**src/design/dcbr_ram.sv**
```systemverilog
module dcbr_ram #(
   parameter int WIDTH = 8,
   parameter int DEPTH = 256
) (
   input  logic                                    clock,
   input  logic                                    wr_en,
   input  logic [((DEPTH > 1) ? $clog2(DEPTH) : 1)-1:0] wr_addr,
   input  logic [WIDTH-1:0]                        wr_data,
   input  logic                                    rd_en,
   input  logic [((DEPTH > 1) ? $clog2(DEPTH) : 1)-1:0] rd_addr,
   output logic [WIDTH-1:0]                        rd_data
);

   logic [WIDTH-1:0] mem [DEPTH];
   logic [WIDTH-1:0] rd_data_ff;

   always_ff @(posedge clock) begin
      if (wr_en) begin
         mem[wr_addr] <= wr_data;
      end
      if (rd_en) begin
         rd_data_ff <= mem[rd_addr];
      end
   end

   assign rd_data = rd_data_ff;

endmodule

```
**config.mk**
```make
export PLATFORM = sky130hd
export DESIGN_NAME = dcbr_ram
export DESIGN_NICKNAME = d
export VERILOG_FILES = /design/src/design/dcbr_ram.sv
export SDC_FILE = /design/constraint.sdc
export NUM_CORES = 2
export LEC_CHECK = 0
export BUFFER_PORTS_ARGS = -buffer_cell sky130_fd_sc_hd__buf_2
export CAP_MARGIN = 0
export CORE_ASPECT_RATIO = 1.25
export CORE_MARGIN = 4
export CORE_UTILIZATION = 30
export DETAILED_ROUTE_END_ITERATION = 6
export SLEW_MARGIN = 30
export SYNTH_ARGS = -nofsm -noshare
export SYNTH_HDL_FRONTEND = slang
export SYNTH_SLANG_ARGS = --single-unit
```
**constraint.sdc**
```tcl
create_clock -name clock -period 2.2 [get_ports clock]
set_input_delay 0 -clock clock [delete_from_list [all_inputs] [get_ports clock]]
set_output_delay 0 -clock clock [all_outputs]
set_load 0.02 [all_outputs]
```
After elaboration in Yosys (flattened, before gate mapping)
Memories as Yosys holds them, arrays and structs flattened. A register that Yosys moved wholly into a read port is not among the register bits.
Index checks and enable logic that the tools add are counted.
{ "classes": {"addsub": 0, "div_mod_pow": 0, "n_reduce_logical": 0, "bitwise": 0, "n_eq_ne": 0, "n_shift": 0, "mux": 2, "order_cmp": 0, "mul": 0} }
{ "op_table": {"columns": ["operator", "count"], "rows": [
  ["1-bit two-way mux", 2]
]} }
{ "word_totals": {"wordCells": 3, "latch_bits": 0, "ram_bits": 2048, "output_inout_bits": 8, "input_bits": 27, "reg_bits": 0, "mem_bits_ro": 0, "n_memories": 1} }
{ "memory_table": {"columns": ["memory", "words", "width", "rd", "rd_ports_with_merged_regs", "wr", "line", "text"], "rows": [
  ["mem", 256, 8, 1, 1, 1, "14", "logic [WIDTH-1:0] mem [DEPTH];"]
]} }

Logic depth before layout (Yosys ltp)
{ "logic_depth": {"depth_word": 2, "depth_mapped": 11, "mapped_depth_nobuf": 6} }

Worst setup path after synthesis
OpenSTA, ideal clock, no wires.
{ "synth_path": {"path_kind": "input to register", "start": "input rd_addr[0] in the netlist's numbering", "end": "register rd_data_ff[2], in the netlist rd_data[2], read port of mem (data pin)", "setup_slack_ns": 0.124, "n_path_buf": 4, "required_time_ns": 1.931, "arrival_ns": 1.807, "setup_ns": 0.269, "path_stages": 9, "cell_sequence": "buf_6 buf_12 buf_8 buf_2 mux4_2 a22oi_1 a21oi_1 nor4_1 nor4_2"} }
{ "synth_lines": {"columns": ["item", "line", "text"], "rows": [
  ["from (decl)", "10", "input logic [((DEPTH > 1) ? $clog2(DEPTH) : 1)-1:0] rd_addr,"],
  ["to (decl)", "15", "logic [WIDTH-1:0] rd_data_ff;"]
]} }

==> results.txt <==
The post-detailed-placement cell area is 89350 µm². Setup repair after global routing could not meet its margin everywhere. Measured in cells, the most critical reg-to-reg path has a length of 7. Across all hold checks on the routed design, the worst slack comes to 0.09130 ns. Along the worst hold path, the cell count comes to 5. Routability-driven placement finished with a final weighted congestion of 0.8665. The run gives 2.78 ns as the required time at the worst-slack endpoint. The flow ran to the end, but the final reports show violations. The run gives 95700 µm² as the post-route cell area. The fraction of final layout cells with drive strength greater than 1 came out at 0.3314. Number of synthesized register bits: 2056.

Pin placement for this block handled 35 I/O pins. For the share of the core filled with cells, the log shows 0.3622. The critical-path maximum fanout is 1, and the global-route usage over all layers is 0.1516.

The initialized floorplan defines 211 standard-cell rows. The hold-critical path endpoint is mem[208][2]. TritonCTS created 187 clock buffers. For flop-to-flop paths, the worst setup slack is -0.21 ns. The standard cell core area is 264300 µm², and the reported net switching power is 16.62 mW. The number of DRC markers in iteration 0 was 4098.

The first detailed-routing pass ran for 5 iterations. Compared with the post-synthesis result, the final layout area differs by 20.18%. Counting every net in the synthesized netlist gives 3760. The initial antenna violation count was 18. Derived from the worst setup path, the maximum achievable clock frequency is 415.4 MHz. The synthesized instance count is 3733.

The path class of the tightest hold or removal check is primary input to flop. The number of different library cells used by synthesis comes to 54. Share of total power in the clock network: 0.396.

The transition at the pin with the smallest max-transition slack is 0.8787 ns. For this run, design rule violations remaining after detail routing come to 0. The summed negative setup slack over all endpoints is -0.3771 ns, and the final-report hold violation count is 0.

The start-to-end type of the worst setup path is flop to flop. Net switching fraction of the power: 0.2094. The ratio of final minimum period to clock period was 1.094; the clock network latency to the later pin of the worst-skew pair was 0.83 ns. In this run the deepest clock path goes through 4 buffers.

The run gives 0.3013 as the effective utilization at floorplan. The library cell used most frequently in the layout, excluding fill and tap cells, is sky130_fd_sc_hd__edfxtp_1. The die covers 273800 µm².

For the sequential share of the synthesized area, the log shows 0.7753. For this design the ratio of total power to cell area is 829.5 nW/µm². The pre-CTS setup slack is -1.118 ns, and the leakage power figure is 30.35 nW. The synthesized design contains 2056 enable-type register cells. The die is 468.8 µm wide.

The die is 584.0 µm tall. The run gives 557.5 µV as the worst IR drop on VDD. The first global-routing pass estimated 304.1 mm of wire.

Entering global routing, the biggest net connects 113 pins. For this block, the via count after detailed routing is 40470. The detail-routed via count per cell was 4.993. The share of async-settable or async-resettable flops after synthesis is 0, and the register clock-pin slew on the reported worst setup and hold paths is 0.06 ns. In this run the critical register-to-register path is captured at rd_data[5].

The detail route stage leaves a number of antenna-violating nets equal to 0. In this run the clock root is driven by a sky130_fd_sc_hd__clkbuf_16. For the number of synthesis warnings, the log shows 0. The synthesized area per cell works out to 21.33 µm². TritonCTS built the clock tree. The net count of the finished layout is 4478. The average routed wire per standard cell is 25.89 µm, and the clock period minus final worst setup slack is 2.407 ns.

For the setup fix buffers added after clock tree synthesis, the log shows 0. Main flop type after synthesis: sky130_fd_sc_hd__edfxtp_1. The post-route worst setup slack was -0.2073 ns.

Setup violations remaining at the end of the flow were counted as 6. The tools report the proportion of power drawn by flip-flops and latches as 0.545. The worst setup path is launched from a flop.

Data on the critical path arrives at its endpoint at 2.99 ns. Wires add up to 209.8 mm. Number of max-cap violations: 0. The worst register-to-register path begins at mem[27][5]. The combinational group share of total power was 0.059.

The cell area after synthesis is 79640 µm². The nature of the critical path endpoint is a flop. The checks that failed: negative setup slack. The tools report the max-slew violation count as 0. The internal portion of the total power is 62.77 mW. Buffers placed on the I/O ports in this run total 34.

In this run the most critical hold path is launched from wr_addr[7]. The detailed placement HPWL was 139.9 mm. The H-tree level count was 4; the total congestion overflow after global routing was 0. CTS saw 2056 sinks. The clock arrives with 0.05209 ns of skew. Leaving out fill and tap cells, the most frequent cells in the layout are sky130_fd_sc_hd__edfxtp_1, sky130_fd_sc_hd__buf_4, sky130_fd_sc_hd__mux4_2, sky130_fd_sc_hd__nor2_1, sky130_fd_sc_hd__clkbuf_16.

For the remaining max-slew budget at the tightest pin, the log shows 0.4142. The number of global-route vias before repair is 42060.
-- final cells by class --
| class | instances | area, µm² |
|---|---|---|
| tap | 3514 | 4397 |
| fill | 24030 | 168600 |
| timing repair buffer | 762 | 6837 |
| sequential | 2056 | 61740 |
| inverter | 2 | 7.507 |
| antenna | 13 | 32.53 |
| clock buffer | 231 | 4887 |
| clock inverter | 85 | 839.6 |
| multi-input combinational | 1442 | 16970 |
-- power by group through the flow --
stage	Clock [mW]	Combinational, mW	Sequential, mW
floorplan	0	2.10	44.1
global route	33.6	4.96	43.2
CTS	32.0	4.75	43.3
finish	31.4	4.71	43.3
detailed placement	0	4.62	44.1
global placement	0	4.56	44.1
-- through the flow --
step           instances  total power, mW
6_report            8105            79.39
3_3_place_gp        7764            48.66
4_1_cts             8094            80.05
2_1_floorplan       3733            46.18
3_5_place_dp        7764            48.72
5_1_grt             8100            81.82
-- Yosys cell counts (all sizes together), types with 2 or more instances --
| cell | instances | area, µm² |
|---|---|---|
| mux2i | 134 | 1341 |
| and2 | 6 | 37.54 |
| nand2b | 8 | 50.05 |
| edfxtp | 2056 | 61740 |
| a21oi | 96 | 480.5 |
| a31oi | 2 | 12.51 |
| nor2b | 31 | 193.9 |
| a311oi | 2 | 17.52 |
| a2111oi | 5 | 52.55 |
| o211ai | 10 | 75.07 |
| nand2 | 33 | 123.9 |
| nor3 | 22 | 110.1 |
| o21ai | 12 | 60.06 |
| a211oi | 16 | 120.1 |
| nand3b | 2 | 15.01 |
| or2 | 4 | 25.02 |
| o221ai | 47 | 417.9 |
| a22o | 8 | 70.07 |
| nand3 | 34 | 170.2 |
| o22a | 5 | 43.79 |
| mux4 | 456 | 10280 |
| o22ai | 28 | 175.2 |
| a221oi | 14 | 128.9 |
| and3b | 2 | 17.52 |
| a22oi | 133 | 998.5 |
| nand4 | 10 | 62.56 |
| o32ai | 5 | 51.30 |
| nor4 | 27 | 187.7 |
| clkbuf | 111 | 416.7 |
| nor2 | 282 | 1059 |
| buf | 122 | 1032 |
-- critical path, cell delays in order (launching register included) --
cell	delay [ns]
sky130_fd_sc_hd__edfxtp_1	0.39
sky130_fd_sc_hd__mux4_2	0.49
sky130_fd_sc_hd__a22o_1	0.26
sky130_fd_sc_hd__a221oi_2	0.25
sky130_fd_sc_hd__o221ai_2	0.24
sky130_fd_sc_hd__a211oi_4	0.30
sky130_fd_sc_hd__buf_4	0.18
sky130_fd_sc_hd__nor4_2	0.04
-- logic make-up (layout without fill, tap and decap cells) --
family / Yosys count / in the layout / synth area share
other cells: 0 / 13 / 0
compound gates: 385 / 385 / 0.03416
buf+inv: 235 / 1080 / 0.01829
mux: 591 / 591 / 0.1460
simple gates: 466 / 466 / 0.02625
flops: 2056 / 2056 / 0.7753
-- metal layers --
layer	global-route usage	part of all wire	vias up
li1	-	-	17110
met1	0.1852	0.37	21580
met2	0.2644	0.52	1380
met3	0.01973	0.053	393
met4	0.07414	0.055	4
met5	0	0.00013	-
-- timing repair --
| item | CTS | global route |
|---|---|---|
| setup endpoints to repair | 8 | 8 |
| hold endpoints to repair | 1609 | 0 |
| gates resized for setup | 60 | 18 |
| pin swaps | 33 | 18 |
| hold buffers | 19 | 0 |
-- state kept, by name, summed over array words and instances, names as in the netlist --
register / cells
mem: 2048
rd_data: 8
-- worst max path at each step --
stage                          start          to  slack [ns]  cells past startpoint
after floorplan           rd_addr[0]  rd_data[2]        0.12                      9
after global placement    rd_addr[0]  rd_data[0]       -1.11                     10
after detailed placement  rd_addr[0]  rd_data[0]       -1.12                     10
after CTS                 mem[27][5]  rd_data[5]       -0.23                      7
after global routing      mem[27][5]  rd_data[5]       -0.21                      7
final                     mem[27][5]  rd_data[5]       -0.21                      7
Power figures use the tool's default switching activity.
